## src/sv/mbr_pkg.sv

```systemverilog
`timescale 1ns / 1ps
// Shared types and constants of the mask bilinear resampler.
// Depends on nothing; every other file of the block imports it.
package mbr_pkg;

  // Item codes
  localparam logic CMD_WRITE = 1'b0;
  localparam logic CMD_QUERY = 1'b1;

  // Configuration port
  localparam int CFG_IDX_W  = 3;
  localparam int CFG_DATA_W = 24;

  localparam logic [CFG_IDX_W-1:0] REG_SOURCE_WIDTH  = 3'd0;
  localparam logic [CFG_IDX_W-1:0] REG_SOURCE_HEIGHT = 3'd1;
  localparam logic [CFG_IDX_W-1:0] REG_GRID_SIZE     = 3'd2;
  localparam logic [CFG_IDX_W-1:0] REG_STEP_X        = 3'd3;
  localparam logic [CFG_IDX_W-1:0] REG_STEP_Y        = 3'd4;
  localparam logic [CFG_IDX_W-1:0] REG_ALPHA_MODE    = 3'd5;

  typedef struct packed {
    logic [8:0]  source_width;
    logic [8:0]  source_height;
    logic [10:0] grid_size;
    logic [23:0] step_x;
    logic [23:0] step_y;
    logic        alpha_mode;
  } cfg_t;

  localparam cfg_t CFG_RESET = '{
    source_width:  9'd256,
    source_height: 9'd256,
    grid_size:     11'd1024,
    step_x:        24'd16384,
    step_y:        24'd16384,
    alpha_mode:    1'b0
  };

  // Channel payloads
  typedef struct packed {
    logic               cmd;
    logic [15:0]        sample_index;
    logic signed [15:0] sample_value;
    logic [9:0]         grid_x;
    logic [9:0]         grid_y;
  } in_item_t;

  typedef struct packed {
    logic signed [15:0] pixel_value;
    logic               in_range;
    logic [9:0]         echo_x;
    logic [9:0]         echo_y;
  } out_item_t;

  // Source position: 10-bit coordinate times 24-bit step
  localparam int POS_W = 34;

  // Work classes handed from the front to the back
  typedef enum logic [1:0] {
    KIND_WRITE,
    KIND_QUERY,
    KIND_EMPTY_QUERY
  } entry_kind_e;

  typedef struct packed {
    entry_kind_e        kind;
    logic [15:0]        sample_index;
    logic signed [15:0] sample_value;
    logic [9:0]         grid_x;
    logic [9:0]         grid_y;
    logic [POS_W-1:0]   pos_x;
    logic [POS_W-1:0]   pos_y;
  } qentry_t;

  // Queue between front and back (depth is a power of two)
  localparam int QUEUE_DEPTH = 4;
  localparam int QPTR_W      = $clog2(QUEUE_DEPTH);
  localparam int QCNT_W      = $clog2(QUEUE_DEPTH + 1);

  typedef struct packed {
    logic              empty;
    logic              full;
    logic [QCNT_W-1:0] count;
  } qstat_t;

  // Rounding and saturation
  localparam int ALPHA_DEN     = 255;
  localparam int ALPHA_SHIFT   = 8;
  localparam int T_W           = 24;
  localparam int SAT_POS_LIMIT = 32767;
  localparam int SAT_NEG_LIMIT = 32768;
  localparam logic signed [15:0] PIX_MAX = 16'h7fff;
  localparam logic signed [15:0] PIX_MIN = 16'h8000;

endpackage

```

## src/sv/mbr_front.sv

```systemverilog
`timescale 1ns / 1ps
// Front end: accepts items, computes source positions and classifies them.
// Depends on mbr_pkg; feeds mbr_queue.
module mbr_front import mbr_pkg::*; #(
  parameter int MAX_SOURCE_DIM = 256,
  parameter int MAX_GRID_SIZE  = 1024
) (
  input  logic     clk_i,
  input  logic     rst_ni,
  input  logic     start,
  output logic     busy,
  input  in_item_t item_i,
  input  cfg_t     cfg_i,
  input  qstat_t   qstat_i,
  output logic     push_o,
  output qentry_t  push_data_o
);

  localparam int STORE_DEPTH = MAX_SOURCE_DIM * MAX_SOURCE_DIM;
  localparam int GRID_W      = $clog2(MAX_GRID_SIZE + 1);

  logic              a_valid_q;
  in_item_t          a_item_q;
  logic [QCNT_W:0]   occupancy;
  logic              accept;
  logic [GRID_W-1:0] grid_eff;
  logic              in_store;
  logic              in_range;

  // Hold off while the queue could not take the staged item and one more
  assign occupancy = (QCNT_W + 1)'(qstat_i.count) + (QCNT_W + 1)'(a_valid_q);
  assign busy      = occupancy >= (QCNT_W + 1)'(QUEUE_DEPTH);
  assign accept    = start && !busy;

  always_ff @(posedge clk_i or negedge rst_ni) begin
    if (!rst_ni) begin
      a_valid_q <= 1'b0;
    end else begin
      a_valid_q <= accept;
    end
  end

  always_ff @(posedge clk_i) begin
    if (accept) begin
      a_item_q <= item_i;
    end
  end

  // Classify the staged item
  always_comb begin
    if (32'(cfg_i.grid_size) > 32'(MAX_GRID_SIZE)) begin
      grid_eff = GRID_W'(MAX_GRID_SIZE);
    end else begin
      grid_eff = GRID_W'(cfg_i.grid_size);
    end
    in_store = 32'(a_item_q.sample_index) < 32'(STORE_DEPTH);
    in_range = (cfg_i.source_width != '0) && (cfg_i.source_height != '0) &&
               (32'(a_item_q.grid_x) < 32'(grid_eff)) &&
               (32'(a_item_q.grid_y) < 32'(grid_eff));

    push_data_o.sample_index = a_item_q.sample_index;
    push_data_o.sample_value = a_item_q.sample_value;
    push_data_o.grid_x       = a_item_q.grid_x;
    push_data_o.grid_y       = a_item_q.grid_y;
    push_data_o.pos_x        = POS_W'(a_item_q.grid_x) * POS_W'(cfg_i.step_x);
    push_data_o.pos_y        = POS_W'(a_item_q.grid_y) * POS_W'(cfg_i.step_y);
    if (a_item_q.cmd == CMD_WRITE) begin
      push_data_o.kind = KIND_WRITE;
    end else if (in_range) begin
      push_data_o.kind = KIND_QUERY;
    end else begin
      push_data_o.kind = KIND_EMPTY_QUERY;
    end
  end

  // Drop writes that fall outside the store
  assign push_o = a_valid_q && ((a_item_q.cmd == CMD_QUERY) || in_store);

endmodule

```

## config.mk

```make
export PLATFORM = sky130hd
export DESIGN_NAME = mbr_front
export DESIGN_NICKNAME = d
export VERILOG_FILES = /design/src/sv/mbr_pkg.sv /design/src/sv/mbr_front.sv
export SDC_FILE = /design/constraint.sdc
export NUM_CORES = 1
export LEC_CHECK = 0
export BUFFER_PORTS_ARGS = -buffer_cell sky130_fd_sc_hd__buf_2
export CAP_MARGIN = 20
export CELL_PAD_IN_SITES_DETAIL_PLACEMENT = 0
export CELL_PAD_IN_SITES_GLOBAL_PLACEMENT = 1
export CORE_MARGIN = 2
export CORE_UTILIZATION = 50
export DETAILED_ROUTE_END_ITERATION = 6
export GPL_ROUTABILITY_DRIVEN = 0
export GPL_TIMING_DRIVEN = 0
export PLACE_DENSITY_LB_ADDON = 0.1
export SLEW_MARGIN = 20
export SYNTH_ARGS = -nofsm -noshare
export SYNTH_HDL_FRONTEND = slang
export SYNTH_SLANG_ARGS = --single-unit
export TNS_END_PERCENT = 5
```

## constraint.sdc

```tcl
create_clock -name clk_i -period 17.65 [get_ports clk_i]
set_input_delay 0.8825 -clock clk_i [delete_from_list [all_inputs] [get_ports clk_i]]
set_output_delay 0.8825 -clock clk_i [all_outputs]
set_load 0.03 [all_outputs]
```

==> impl_results.md <==
- Outcome: complete, no violations
- Initial Util: 0.5058
- Fmax: 131.7 MHz
- Met3 Usage GRT: 0.02521
- Delay-heaviest family, CP: adder cells
- #FFs+latches synth: 54
- Placed cell count: 2580
- Die ar.: 0.03637 sq mm
- Layout area overhead: 10.73%
- WS Path Type: reg -> out
- Layer with the highest usage: met2
- GRT Util Overall: 0.2599
- Clk pin slew, worst setup/hold paths: 0.08 ns
- Critical path cell sequence: clkbuf_1 > nand2_1 > fa_1 > inv_1 > fa_1 > inv_1 > fa_1 > inv_1 > fa_1 > inv_1 > fa_1 > inv_1 > ha_1 > a21oi_1 > nor2_1 > a21oi_1 > a2111oi_4 > o31ai_4 > a311oi_4 > or4_1 > nand3_1 > buf_2
- Final Cell Area: 0.01930 sq mm
- Setup Viol. Count Final: 0
- CP Buf/Inv Count: 7
- Post-CTS Hold Fix Bufs: 0
- Root Driver: clkbuf_16
- DRT Wirelength: 45710 microns
- Data arrival time of the worst path: 6.71 ns
- Routing usage on met1: 0.3430
- Slew @ Worst Pin: 0.7277 ns
- CTS tree: done
- Routed via count: 13210
- Worst hold-check path type: in -> async
- Final WS setup: 10.06 ns
- Synth cell types: 59
- Via density: 5.102
- Pin count of the biggest net entering global routing: 27
- Setup_tns: 0 ns
- Post-synth EDFFs: 53
- Maximum root-to-sink buffer count: 2
- First-pass GRT wire length: 73390 microns
- Syn Inst Count: 1903
- CP max stage delay: 0.61 ns
- Placed cell areas: 0.01915 sq mm
- Max-slew headroom: 0.5149
- Post-synth top area cell: fa_1
- Core Area: 0.03446 sq mm
- Max Cap Viol: 0
- Async SR Flop Fraction: 0.01852
- Endpoints failing hold: 0
- Clk_lat worst skew: 0.32 ns
- Post-CTS setup buffers: 0
- H-Tree Depth: 2
- Avg Inst Size Synth: 9.159 sq um
- CP max stage cell: edfxtp_1
- DR pass1 iterations: 5
- Vias in the first global route: 13940
- Area contributors post-synth: fa_1, ha_1, edfxtp_1
- Wire per inst: 17.65 microns
- Synth top area share: 0.3997
- Post-route insts no fill: 2589
- CP Launch Type: register
- DRC viols: 0
- Max FO, Critical Path: 10
- Prevailing post-synth register cell: edfxtp_1
- Met2 Resource Use GR: 0.4613
- Post-cts resize count: 0
- Initial antenna violation count: 1
- Initial DRC count: 625
- CP endpoint kind: output port
- Net Count, Synth: 2546
- Sinks on Clock Net: 54
- RSZ-0062 raised after global routing: no
- Gr ovfl total: 0
- Final period utilization: 0.4303
- Cts bufs inserted: 5
- Most common cell after layout, fill and taps aside: fa_1
- Worst setup slack after placement: 10.07 ns
- Layout cells sized above 1: 0.1416
- Dpl hpwl: 38950 microns
- Most frequent cells in the layout: fa_1, inv_1, nand2_1
- Total Nets Final: 2775
- Clock Skews: 0.02059 ns
- Mapped Area: 0.01743 sq mm
- DIE WIDTH: 190.7 microns
- Slew Limit Fails: 0
- Routed Antenna Nets: 0
- Seq/Total Area, Yosys: 0.09275
- Die H: 190.7 microns
- Worst Path Required: 16.77 ns
- FP Rows: 68
- Crit path time final: 7.594 ns
- # port buffers: 220
- YS warnings: 0
- Io pins: 263
-- registers in the layout, summed over array words and instances (netlist names) --
signal and cells:
push_o 1, push_data_o 52, a_item_q 1
-- cell usage after synthesis (4+ instances only) --
master and instances:
a211oi_1 8, a21boi_0 4, a21o_1 27, a21oi_1 62
a31oi_1 6, and2_1 247, and3_1 9, buf_4 52
clkbuf_1 83, edfxtp_1 53, fa_1 348, ha_1 156
inv_1 335, nand2_1 271, nand2b_1 14, nand3_1 15
nand4_1 7, nor2_1 33, nor2b_1 7, nor3_1 8
nor4_1 4, o211ai_1 4, o21a_1 5, o21ai_0 30
o21ai_1 6, o21bai_1 4, or3b_2 4, xnor2_1 38
xor2_1 24
-- per-stage QoR --
step / utilization / hold slack [ns]
4_1_cts: 0.5600 / 0.3362
2_1_floorplan: - / 0.5869
6_report: 0.5601 / 0.3422
3_3_place_gp: 0.5543 / 0.6580
3_5_place_dp: 0.5559 / 0.6616
5_1_grt: 0.5601 / 0.3331
-- cell families after synthesis --
group | synth area share
AOI/OAI and AO/OA | 0.06964
xor gates and xnor gates | 0.03116
adders and majority gates | 0.5117
buffers and inverters | 0.1134
DFF | 0.09275
and+or+nand+nor | 0.1814
-- area by class of cell --
cell class | instances | area (sq um)
fill | 3253 | 15160
inverter | 335 | 1257
sequential | 54 | 1617
buffer | 137 | 718.2
tap | 455 | 569.3
antenna | 1 | 2.502
clock inverter | 2 | 13.76
timing repair buffer | 222 | 1149
multi-input combinational | 1377 | 13840
clock buffer | 6 | 128.9
-- final timing paths --
path | start | endpoint | slack, ns | cells past startpoint
min | rst_ni | push_o | 0.34 | 1
max | push_data_o[79] | push_data_o[67] | 10.06 | 22
min in group clk_i | push_o | push_o | 0.71 | 2
max in group asynchronous | rst_ni | push_o | 17.22 | 1
max reg2reg | push_o | push_data_o[78] | 15.92 | 4
min reg2reg | push_o | push_o | 0.71 | 2
-- routing by layer --
layer,vias to the layer above,wire (microns)
met3,57,1916
met2,316,23100
li1,6239,-
met5,-,0
met4,0,936
met1,6597,19750
Power is left out: the tool's default activity adds up to more than one toggle a clock period on the data nets, which glitch-free logic cannot reach.
