File: config.mk
export PLATFORM = sky130hd
export DESIGN_NAME = mbr_queue
export DESIGN_NICKNAME = d
export VERILOG_FILES = /design/src/sv/mbr_pkg.sv /design/src/sv/mbr_queue.sv
export SDC_FILE = /design/constraint.sdc
export NUM_CORES = 1
export LEC_CHECK = 0
export BUFFER_PORTS_ARGS = -buffer_cell sky130_fd_sc_hd__buf_2
export CAP_MARGIN = 10
export CELL_PAD_IN_SITES_DETAIL_PLACEMENT = 1
export CELL_PAD_IN_SITES_GLOBAL_PLACEMENT = 1
export CORE_MARGIN = 1.5
export CORE_UTILIZATION = 40
export DETAILED_ROUTE_END_ITERATION = 8
export PLACE_DENSITY_LB_ADDON = 0.1
export SLEW_MARGIN = 10
export SYNTH_ARGS = -nofsm -noshare
export SYNTH_HDL_FRONTEND = slang
export SYNTH_SLANG_ARGS = --single-unit
File: constraint.sdc
create_clock -name clk_i -period 6.7 [get_ports clk_i]
set_input_delay 1.34 -clock clk_i [delete_from_list [all_inputs] [get_ports clk_i]]
set_output_delay 1.34 -clock clk_i [all_outputs]
set_load 0.03 [all_outputs]
File: src/sv/mbr_pkg.sv
`timescale 1ns / 1ps
// Shared types and constants of the mask bilinear resampler.
// Depends on nothing; every other file of the block imports it.
package mbr_pkg;

  // Item codes
  localparam logic CMD_WRITE = 1'b0;
  localparam logic CMD_QUERY = 1'b1;

  // Configuration port
  localparam int CFG_IDX_W  = 3;
  localparam int CFG_DATA_W = 24;

  localparam logic [CFG_IDX_W-1:0] REG_SOURCE_WIDTH  = 3'd0;
  localparam logic [CFG_IDX_W-1:0] REG_SOURCE_HEIGHT = 3'd1;
  localparam logic [CFG_IDX_W-1:0] REG_GRID_SIZE     = 3'd2;
  localparam logic [CFG_IDX_W-1:0] REG_STEP_X        = 3'd3;
  localparam logic [CFG_IDX_W-1:0] REG_STEP_Y        = 3'd4;
  localparam logic [CFG_IDX_W-1:0] REG_ALPHA_MODE    = 3'd5;

  typedef struct packed {
    logic [8:0]  source_width;
    logic [8:0]  source_height;
    logic [10:0] grid_size;
    logic [23:0] step_x;
    logic [23:0] step_y;
    logic        alpha_mode;
  } cfg_t;

  localparam cfg_t CFG_RESET = '{
    source_width:  9'd256,
    source_height: 9'd256,
    grid_size:     11'd1024,
    step_x:        24'd16384,
    step_y:        24'd16384,
    alpha_mode:    1'b0
  };

  // Channel payloads
  typedef struct packed {
    logic               cmd;
    logic [15:0]        sample_index;
    logic signed [15:0] sample_value;
    logic [9:0]         grid_x;
    logic [9:0]         grid_y;
  } in_item_t;

  typedef struct packed {
    logic signed [15:0] pixel_value;
    logic               in_range;
    logic [9:0]         echo_x;
    logic [9:0]         echo_y;
  } out_item_t;

  // Source position: 10-bit coordinate times 24-bit step
  localparam int POS_W = 34;

  // Work classes handed from the front to the back
  typedef enum logic [1:0] {
    KIND_WRITE,
    KIND_QUERY,
    KIND_EMPTY_QUERY
  } entry_kind_e;

  typedef struct packed {
    entry_kind_e        kind;
    logic [15:0]        sample_index;
    logic signed [15:0] sample_value;
    logic [9:0]         grid_x;
    logic [9:0]         grid_y;
    logic [POS_W-1:0]   pos_x;
    logic [POS_W-1:0]   pos_y;
  } qentry_t;

  // Queue between front and back (depth is a power of two)
  localparam int QUEUE_DEPTH = 4;
  localparam int QPTR_W      = $clog2(QUEUE_DEPTH);
  localparam int QCNT_W      = $clog2(QUEUE_DEPTH + 1);

  typedef struct packed {
    logic              empty;
    logic              full;
    logic [QCNT_W-1:0] count;
  } qstat_t;

  // Rounding and saturation
  localparam int ALPHA_DEN     = 255;
  localparam int ALPHA_SHIFT   = 8;
  localparam int T_W           = 24;
  localparam int SAT_POS_LIMIT = 32767;
  localparam int SAT_NEG_LIMIT = 32768;
  localparam logic signed [15:0] PIX_MAX = 16'h7fff;
  localparam logic signed [15:0] PIX_MIN = 16'h8000;

endpackage

File: src/sv/mbr_queue.sv
`timescale 1ns / 1ps
// Small register queue that decouples the front end from the back end.
// Depends on mbr_pkg for the entry and status types.
module mbr_queue import mbr_pkg::*; (
  input  logic    clk_i,
  input  logic    rst_ni,
  input  logic    push_i,
  input  qentry_t push_data_i,
  input  logic    pop_i,
  output qentry_t head_o,
  output qstat_t  stat_o
);

  qentry_t           entries [QUEUE_DEPTH];
  logic [QPTR_W-1:0] wr_ptr_q, rd_ptr_q;
  logic [QCNT_W-1:0] count_q, count_d;

  always_comb begin
    case ({push_i, pop_i})
      2'b10:   count_d = count_q + QCNT_W'(1);
      2'b01:   count_d = count_q - QCNT_W'(1);
      default: count_d = count_q;
    endcase
  end

  // Advance pointers; the depth is a power of two so they wrap by themselves
  always_ff @(posedge clk_i or negedge rst_ni) begin
    if (!rst_ni) begin
      wr_ptr_q <= '0;
      rd_ptr_q <= '0;
      count_q  <= '0;
    end else begin
      if (push_i) begin
        wr_ptr_q <= wr_ptr_q + QPTR_W'(1);
      end
      if (pop_i) begin
        rd_ptr_q <= rd_ptr_q + QPTR_W'(1);
      end
      count_q <= count_d;
    end
  end

  always_ff @(posedge clk_i) begin
    if (push_i) begin
      entries[wr_ptr_q] <= push_data_i;
    end
  end

  assign head_o       = entries[rd_ptr_q];
  assign stat_o.count = count_q;
  assign stat_o.empty = count_q == '0;
  assign stat_o.full  = count_q == QCNT_W'(QUEUE_DEPTH);

endmodule

==> results of run 1 <==
cells in the final DEF (no fill, tap or decap):
cell type and count:
dfrtp_1 5, xor2_1 4, ha_1 5, dfrtp_4 2
nor3_1 1, buf_2 252, nor2_1 1, clkinv_1 14
buf_4 6, nand2_1 3, o21ai_0 2, clkinv_2 4
clkbuf_1 10, and2_4 4, inv_6 2, bufinv_16 2
edfxtp_1 488, and3_1 1, xnor2_1 2, diode_2 1
inv_1 6, fa_1 1, mux4_2 122, clkbuf_16 53
buf_12 4
kinds of logic (layout without fill, tap and decap cells):
group,count (synthesis),count (layout),synth area share [%]
buf+inv,34,353,1.17
other cells,0,1,0
xor+xnor,6,6,0.292
mux,122,122,15.3
flops,495,495,82.5
fa+ha+maj,6,6,0.459
simple gates,10,10,0.285
compound gates,2,2,0.0557
synthesized netlist by cell type, drive strengths merged:
cell type    n  area [µm²]
ha           5        62.6
and2         4        25.0
dfrtp        7         175
fa           1        20.0
o21ai        2        10.0
inv          6        22.5
buf         24         173
xor2         4        35.0
edfxtp     488       14700
and3         1        6.26
mux4       122        2750
xnor2        2        17.5
nand2        3        11.3
nor2         1        3.75
nor3         1        5.00
clkbuf       4        15.0
power groups by stage:
stage | clock [W] | combinational, W | sequential, W
final | 0.00261 | 0.00334 | 0.00430
after global routing | 0.00279 | 0.00355 | 0.00437
after CTS | 0.00270 | 0.00345 | 0.00432
after detailed placement | 0 | 0.00344 | 0.00438
after global placement | 0 | 0.00343 | 0.00436
after floorplan | 0 | 0.00255 | 0.00428
sequential cells by signal, indices dropped and copies added, names as in the netlist:
| name | cells |
|---|---|
| wr_ptr_q | 2 |
| rd_ptr_q | 2 |
| count_q | 3 |
| entries | 488 |
final cells by class:
type	count	area, µm²
antenna	1	2.50
clock buffer	63	1360
clock inverter	22	150
fill	4051	22900
inverter	6	22.5
multi-input combinational	146	2950
sequential	495	14800
tap	592	741
timing repair buffer	262	1390
path summary, 6_finish.rpt:
path / start / end / cells after the start
setup / recovery: rd_ptr_q[0] / head_o[84] / 3
hold / removal: wr_ptr_q[0] / wr_ptr_q[0] / 1
setup reg to reg: wr_ptr_q[0] / entries[0][84] / 4
hold reg to reg: wr_ptr_q[0] / wr_ptr_q[0] / 1
max in group asynchronous: rst_ni / rd_ptr_q[0] / 1
min in group asynchronous: rst_ni / count_q[2] / 1
worst max-delay path, cell delays in order (launching register included):
cell and delay, ns:
dfrtp_4 0.78, buf_4 0.60, mux4_2 0.59, buf_2 0.20
metrics by stage:
stage | hold WS (ns) | instances | utilization, % | worst slack (ns) | total power, W
floorplan | 0.491 | 675 | - | 2.07 | 0.00683
global route | 0.555 | 1587 | 48.4 | 2.34 | 0.0107
detailed placement | 0.517 | 1501 | 45.0 | 3.06 | 0.00782
finish | 0.527 | 1587 | 48.4 | 2.58 | 0.0103
CTS | 0.531 | 1586 | 48.4 | 2.42 | 0.0105
global placement | 0.509 | 1501 | 45.0 | 3.08 | 0.00780
routing by layer:
| metal | vias up | part of all wire (%) | track usage, % | wire length [µm] |
|---|---|---|---|---|
| li1 | 3489 | - | - | - |
| met5 | - | 0.14 | 0 | 52 |
| met3 | 48 | 6.2 | 5.08 | 2260 |
| met1 | 4199 | 43 | 21.2 | 15600 |
| met4 | 8 | 1.5 | 4.31 | 539 |
| met2 | 201 | 49 | 25.7 | 17800 |
==> reports/qor.csv, run 1 <==
metric,value,unit
vias post-DR,7945,
synthesized area,0.0180,mm²
vias in the first global route,8815,
leak pwr,7.27,nW
GRT Residual Overflow,0,
Syn Inst Count,675,
Comb pwr share,32.6,%
drt total wl,36300,µm
syn_nets,807,
starting DRC count in detailed routing,467,
Critical Path Sink Type,primary output,
RSZ-0062 raised after global routing,no,
Hold/Removal Path Class,flip-flop to flip-flop,
Rows,77,
Final Cycle Share,61.5,%
final setup vio count,0,
"Arr. time, crit path",2.78,ns
hpwl dp,21400,µm
largest net degree at the start of global routing,68,
clock tree root buffer cell,clkbuf_16,
Pins Over Slew Limit,0,
hold bufs inserted after CTS,0,
Placed Area,0.0199,mm²
postcts setup bufs,0,
Net Switching,0.00350,W
Final TNS setup,0,ns
post-synthesis cell type count,18,
routed len/inst,22.9,µm
WP data required,5.36,ns
Period minus WS final,4.12,ns
# DRC,0,
Final ANT Viol Nets,0,
"FF+latch count, synth",495,
PortBufs,252,
Pwr Density,478,mW/mm²
VDD IR max,0.238,mV
kind of critical path,flip-flop to primary output,
worst slew pin tran,1.01,ns
fmax,243,MHz
Slew headroom,32.4,%
Die W,215,µm
post-synthesis sequential area ratio,82.5,%
GP Congestion,0.694,
CTS H-Tree Depth,2,
initial antenna violation count,5,
Ports,253,
share of cells above drive strength 1,45.4,%
Initial Util,40.6,%
PostCTS Resize Cnt,0,
Clock Tree Buf Depth,3,
core area,0.0443,mm²
GRT Total Usage,16.0,%
Final Hold Vio Count,0,
DR pass1 iterations,4,
CTS sink cnt,495,
Die H,215,µm
CTS Buf Count,52,
crit path max fanout,28,
crit start category,flip-flop,
number of vias per cell,5.01,
outcome,"finished, final reports clean",
clock skew,0.0163,ns
die area,0.0462,mm²
Worst R2R Setup Slack,4.37,ns
first-pass GRT wire length,55400,µm
sequential share of power,42.0,%
switching share of power,34.2,%
clock share of power,25.4,%
Layout Nets,1095,
"Reg clk slew, reported paths",0.06,ns
maxcap violations,0,
CTS tree,yes,
"Design Area, Final",0.0215,mm²
P&R area growth vs syn,19.3,%
Yosys warnings,0,
Int Power,0.00675,W
Syn Area/Cell,26.6,µm²
clk_lat worst skew,0.59,ns
Power figures use the tool's default switching activity.
==> run 2, diff against run 1 <==
==> constraint.sdc (replaced) <==
create_clock -name clk_i -period 4.3 [get_ports clk_i]
set_input_delay 0.86 -clock clk_i [delete_from_list [all_inputs] [get_ports clk_i]]
set_output_delay 0.86 -clock clk_i [all_outputs]
set_load 0.03 [all_outputs]
==> run 2 against run 1 <==
  * Largest cell class unchanged
  * Highest routed layer unchanged
  * Worst setup slack worse by 1.7 ns
  * Non-clock buffer count up 7
  * Die area unchanged
==> reports/qor.csv, run 2 (synthesized netlist as in run 1, its figures left out) <==
metric,value,unit,change
crit start category,flip-flop,,
kind of critical path,flip-flop to primary output,,
GRT Total Usage,16.3,%,+0.28 points
drt total wl,37200,µm,+2.5%
starting DRC count in detailed routing,446,,-4.5%
hold_ws,0.116,ns,-0.411 ns
"commonest non-fill, non-tap cells in the layout","edfxtp_1, buf_2, mux4_2",,
die area,0.0462,mm²,unchanged
area occupied by registers,0.0148,mm²,unchanged
final setup vio count,0,,unchanged
PostCTS Resize Cnt,0,,unchanged
Layout Nets,1102,,+0.64%
"Arr. time, crit path",2.58,ns,-0.20 ns
Die H,215,µm,unchanged
clock share of power,26.8,%,+1.4 points
share of cells above drive strength 1,46.8,%,+1.4 points
Critical Path Sink Type,primary output,,
clock tree root buffer cell,clkbuf_16,,
# DRC,0,,unchanged
setup ws final,0.859,ns,-1.72 ns
P&R area growth vs syn,21.0,%,
hpwl dp,22200,µm,+3.5%
number of vias per cell,4.98,,-0.56%
worst slew pin tran,0.799,ns,-0.215 ns
routed len/inst,23.1,µm,+1.2%
GRT Residual Overflow,0,,unchanged
largest net degree at the start of global routing,73,,+7.4%
GP Congestion,0.681,,-2.0%
switching share of power,33.9,%,-0.30 points
initial antenna violation count,8,,+3
Pwr Density,755,mW/mm²,+58%
Final Non-Filler Cells,1607,,+1.3%
Die W,215,µm,unchanged
Clock Tree Buf Depth,3,,unchanged
sequential share of power,40.7,%,-1.3 points
CTS Buf Count,52,,unchanged
VDD IR max,0.362,mV,+52%
PortBufs,252,,unchanged
Final TNS setup,0,ns,unchanged
"Reg clk slew, reported paths",0.06,ns,about the same
RSZ-0062 raised after global routing,no,,
Hold/Removal Path Class,input pin to async pin,,
outcome,"finished, final reports clean",,
leak pwr,7.42,nW,+2.0%
CTS sink cnt,495,,unchanged
maxcap violations,0,,unchanged
Period minus WS final,3.44,ns,
Top reg by flops,entries,,
fmax,291,MHz,
Int Power,0.0109,W,+61%
postcts setup bufs,0,,unchanged
Pins Over Slew Limit,0,,unchanged
largest registers,"entries: 488 flops, count_q: 3 flops",,
hold bufs inserted after CTS,0,,unchanged
placed cell count,1508,,+0.47%
WP data required,3.44,ns,-1.92 ns
Net Switching,0.00556,W,+59%
clock skew,0.0141,ns,-0.00217 ns
Ports,253,,unchanged
clk_lat worst skew,0.58,ns,about the same
vias in the first global route,8801,,-0.16%
DR pass1 iterations,4,,unchanged
Initial Util,40.6,%,unchanged
core area,0.0443,mm²,unchanged
Rows,77,,unchanged
Comb pwr share,32.5,%,about the same
vias post-DR,8000,,+0.69%
crit path max fanout,34,,+21%
Final Cycle Share,80.0,%,
CTS tree,yes,,
number of flip-flops in the largest register,488,,unchanged
multi-input logic area,0.00295,mm²,unchanged
Final Hold Vio Count,0,,unchanged
CTS H-Tree Depth,2,,unchanged
Filler Cells Inserted,3956,,-2.3%
Util after Layout,49.1,%,+0.69 points
Placement Setup Slack,1.39,ns,-1.67 ns
Slew headroom,46.8,%,+14 points
Final ANT Viol Nets,0,,unchanged
first-pass GRT wire length,56400,µm,+1.8%
"commonest non-fill, non-tap cell in the layout",edfxtp_1,,
[run 2: changes by cell type in the layout (fill, tap and decap cells not counted), moves of 3 or more]
cell / change
clkinv_2: +7
buf_12: +6
clkinv_1: -5
clkbuf_8: +4
bufinv_16: +3
diode_2: +3
[run 2: final cells by class]
class / count / area share [%]
multi-input cells: 146 / 13.6
diodes: 4 / 0.0460
clock inverters: 28 / 1.21
inverters: 6 / 0.103
flip-flops and latches: 495 / 68.2
well taps: 592 / 3.40
repair buffers: 269 / 6.96
clock buffers: 67 / 6.52
[run 2: worst max-delay path: stages, from the launching register on]
cell and delay (ns):
dfrtp_4 0.81, buf_12 0.35, mux4_2 0.56, buf_2 0.20
[run 2: power groups by stage]
| stage | registers, W | logic [W] | clock network, W |
|---|---|---|---|
| 2_1_floorplan | 0.00667 | 0.00398 | 0 |
| 3_3_place_gp | 0.00677 | 0.00550 | 0 |
| 3_5_place_dp | 0.00682 | 0.00550 | 0 |
| 4_1_cts | 0.00672 | 0.00551 | 0.00454 |
| 5_1_grt | 0.00679 | 0.00568 | 0.00470 |
| 6_report | 0.00668 | 0.00534 | 0.00440 |
[run 2: layer usage]
layer / part of all wire [%] / GRT usage [%] / wire, µm
met2: 49 / 26.3 / 18400
met4: 2.0 / 5.06 / 739
met1: 42 / 21.6 / 15700
met3: 6.2 / 4.71 / 2310
met5: 0.15 / 0 / 57
[run 2: worst paths after layout]
kind | slack, ns | from | cells past startpoint | end
worst max-delay path | 0.86 | rd_ptr_q[0] | 3 | head_o[58]
worst max register to register | 2.19 | wr_ptr_q[0] | 4 | entries[0][35]
worst min-delay path | 0.12 | rst_ni | 1 | count_q[2]
min in group clk_i | 0.49 | push_data_i[5] | 1 | entries[3][5]
max in group asynchronous | 3.98 | rst_ni | 1 | rd_ptr_q[1]
worst min register to register | 0.52 | count_q[2] | 1 | count_q[2]
[run 2: through the flow]
stage	area, µm²	total power, W
after global placement	20100	0.0123
after detailed placement	20100	0.0123
after global routing	21800	0.0172
after CTS	21800	0.0168
after floorplan	18000	0.0106
final	21800	0.0164
==> run 3, diff against run 2 <==
==> constraint.sdc (replaced) <==
create_clock -name clk_i -period 3 [get_ports clk_i]
set_input_delay 0.6 -clock clk_i [delete_from_list [all_inputs] [get_ports clk_i]]
set_output_delay 0.6 -clock clk_i [all_outputs]
set_load 0.03 [all_outputs]
==> run 3 against run 2 <==
  * Cell area down 0.61%
  * Via count up 0.44%
  * First-iteration DRC count up 20%
  * Utilization down 0.30 points
  * Final cell count down 0.12%
  * Die area unchanged
  * Wire length down 0.17%
  * Global-route usage up 0.19 points
  * Largest cell class unchanged
  * Largest power group unchanged
==> reports/qor.csv, run 3 (synthesized netlist as in run 1, its figures left out) <==
metric,value,unit,change
largest registers,"entries: 488 flops, count_q: 3 flops",,
Die H,215,µm,unchanged
Placement Setup Slack,0.717,ns,-0.676 ns
PortBufs,252,,unchanged
die area,0.0462,mm²,unchanged
Slew headroom,56.6,%,+9.9 points
hpwl dp,22300,µm,+0.47%
postcts setup bufs,0,,unchanged
initial antenna violation count,6,,-2
number of vias per cell,5.01,,+0.56%
"commonest non-fill, non-tap cells in the layout","edfxtp_1, buf_2, mux4_2",,
"commonest non-fill, non-tap cell in the layout",edfxtp_1,,
first-pass GRT wire length,57000,µm,+1.1%
WP data required,2.40,ns,-1.04 ns
outcome,"finished, final reports clean",,
Final ANT Viol Nets,0,,unchanged
Ports,253,,unchanged
maxcap violations,0,,unchanged
Final Cycle Share,94.8,%,
crit start category,flip-flop,,
Critical Path Sink Type,primary output,,
Top reg by flops,entries,,
Final TNS setup,0,ns,unchanged
GRT Total Usage,16.5,%,+0.19 points
Initial Util,40.6,%,unchanged
Layout Nets,1106,,+0.36%
clk_lat worst skew,0.58,ns,about the same
Pwr Density,1060,mW/mm²,+41%
fmax,352,MHz,
Final Hold Vio Count,0,,unchanged
Period minus WS final,2.84,ns,
largest net degree at the start of global routing,77,,+5.5%
Hold/Removal Path Class,input pin to flip-flop,,
leak pwr,7.34,nW,-1.0%
number of flip-flops in the largest register,488,,unchanged
routed len/inst,23.1,µm,about the same
Die W,215,µm,unchanged
Clock Tree Buf Depth,3,,unchanged
vias post-DR,8035,,+0.44%
drt total wl,37100,µm,-0.17%
VDD IR max,0.614,mV,+70%
DR pass1 iterations,4,,unchanged
CTS H-Tree Depth,2,,unchanged
Filler Cells Inserted,4002,,+1.2%
# DRC,0,,unchanged
CTS tree,yes,,
crit path max fanout,47,,+38%
setup ws final,0.156,ns,-0.703 ns
Antenna Cells,0,,-4
Rows,77,,unchanged
GP Congestion,0.709,,+4.1%
RSZ-0062 raised after global routing,no,,
clock tree root buffer cell,clkbuf_16,,
final setup vio count,0,,unchanged
"Reg clk slew, reported paths",0.06,ns,about the same
CTS sink cnt,495,,unchanged
clock skew,0.0171,ns,+0.00298 ns
P&R area growth vs syn,20.3,%,
CTS Buf Count,51,,-1.9%
worst slew pin tran,0.651,ns,-0.148 ns
"Arr. time, crit path",2.24,ns,-0.34 ns
core area,0.0443,mm²,unchanged
share of cells above drive strength 1,45.7,%,-1.1 points
vias in the first global route,8960,,+1.8%
starting DRC count in detailed routing,534,,+20%
GRT Residual Overflow,0,,unchanged
Pins Over Slew Limit,0,,unchanged
kind of critical path,flip-flop to primary output,,
==> run 3: cell types whose count changed in the layout (fill, tap and decap cells not counted) <==
cell	previous run	this run
dlygate4sd3_1	0	1
inv_6	2	3
clkinv_1	9	12
clkbuf_8	4	0
buf_12	10	15
clkbuf_1	10	18
buf_4	7	6
diode_2	4	0
clkinv_2	11	7
bufinv_16	5	0
clkbuf_16	53	51
==> run 3: final timing paths <==
path	cells after the start	start	slack, ns	end
max	3	rd_ptr_q[0]	0.16	head_o[37]
min	1	push_data_i[30]	0.23	entries[3][30]
max reg2reg	4	wr_ptr_q[0]	1.14	entries[0][42]
min reg2reg	1	count_q[2]	0.53	count_q[2]
max in group asynchronous	2	rst_ni	2.41	rd_ptr_q[0]
min in group asynchronous	2	rst_ni	0.40	count_q[1]
==> run 3: report_power, final <==
part / internal, W / switching, W / total, W
registers: 0.00904 / 0.000293 / 0.00933
logic: 0.00285 / 0.00513 / 0.00798
clock network: 0.00313 / 0.00251 / 0.00564
total: 0.0150 / 0.00794 / 0.0230
==> run 3: repair_timing <==
| item | in CTS | in global routing |
|---|---|---|
| hold buffers | 1 | 0 |
| hold endpoints to repair | 7 | 0 |
| gates resized for setup | 0 | 0 |
==> run 3: cell type report <==
type	instances	area (µm²)	share of cell area, %
Sequential cell	495	14800	68.6
Inverter	6	22.5	0.104
Clock buffer	69	1340	6.21
Clock inverter	23	114	0.526
Tap cell	592	741	3.42
Multi-Input combinational cell	146	2950	13.7
Timing Repair Buffer	274	1620	7.47
==> run 3: critical path, stage by stage, from the launching register on <==
cell     delay (ns)
dfrtp_4        0.46
buf_12         0.37
mux4_2         0.60
buf_2          0.20
==> run 3: routing by layer <==
layer / track usage [%] / wire length, µm
met5: 0 / 78
met4: 4.03 / 601
met3: 5.12 / 2430
met2: 26.5 / 18200
met1: 22.1 / 15800
==> run 3: stage by stage <==
stage | power (W) | instances | cell area, µm² | hold WS (ns) | util, %
finish | 0.0230 | 1605 | 21600 | 0.230 | 48.8
global route | 0.0240 | 1605 | 21600 | 0.198 | 48.8
CTS | 0.0234 | 1605 | 21600 | 0.180 | 48.8
detailed placement | 0.0177 | 1512 | 20200 | 0.455 | 45.5
global placement | 0.0177 | 1512 | 20200 | 0.451 | 45.5
floorplan | 0.0152 | 675 | 18000 | 0.304 | -
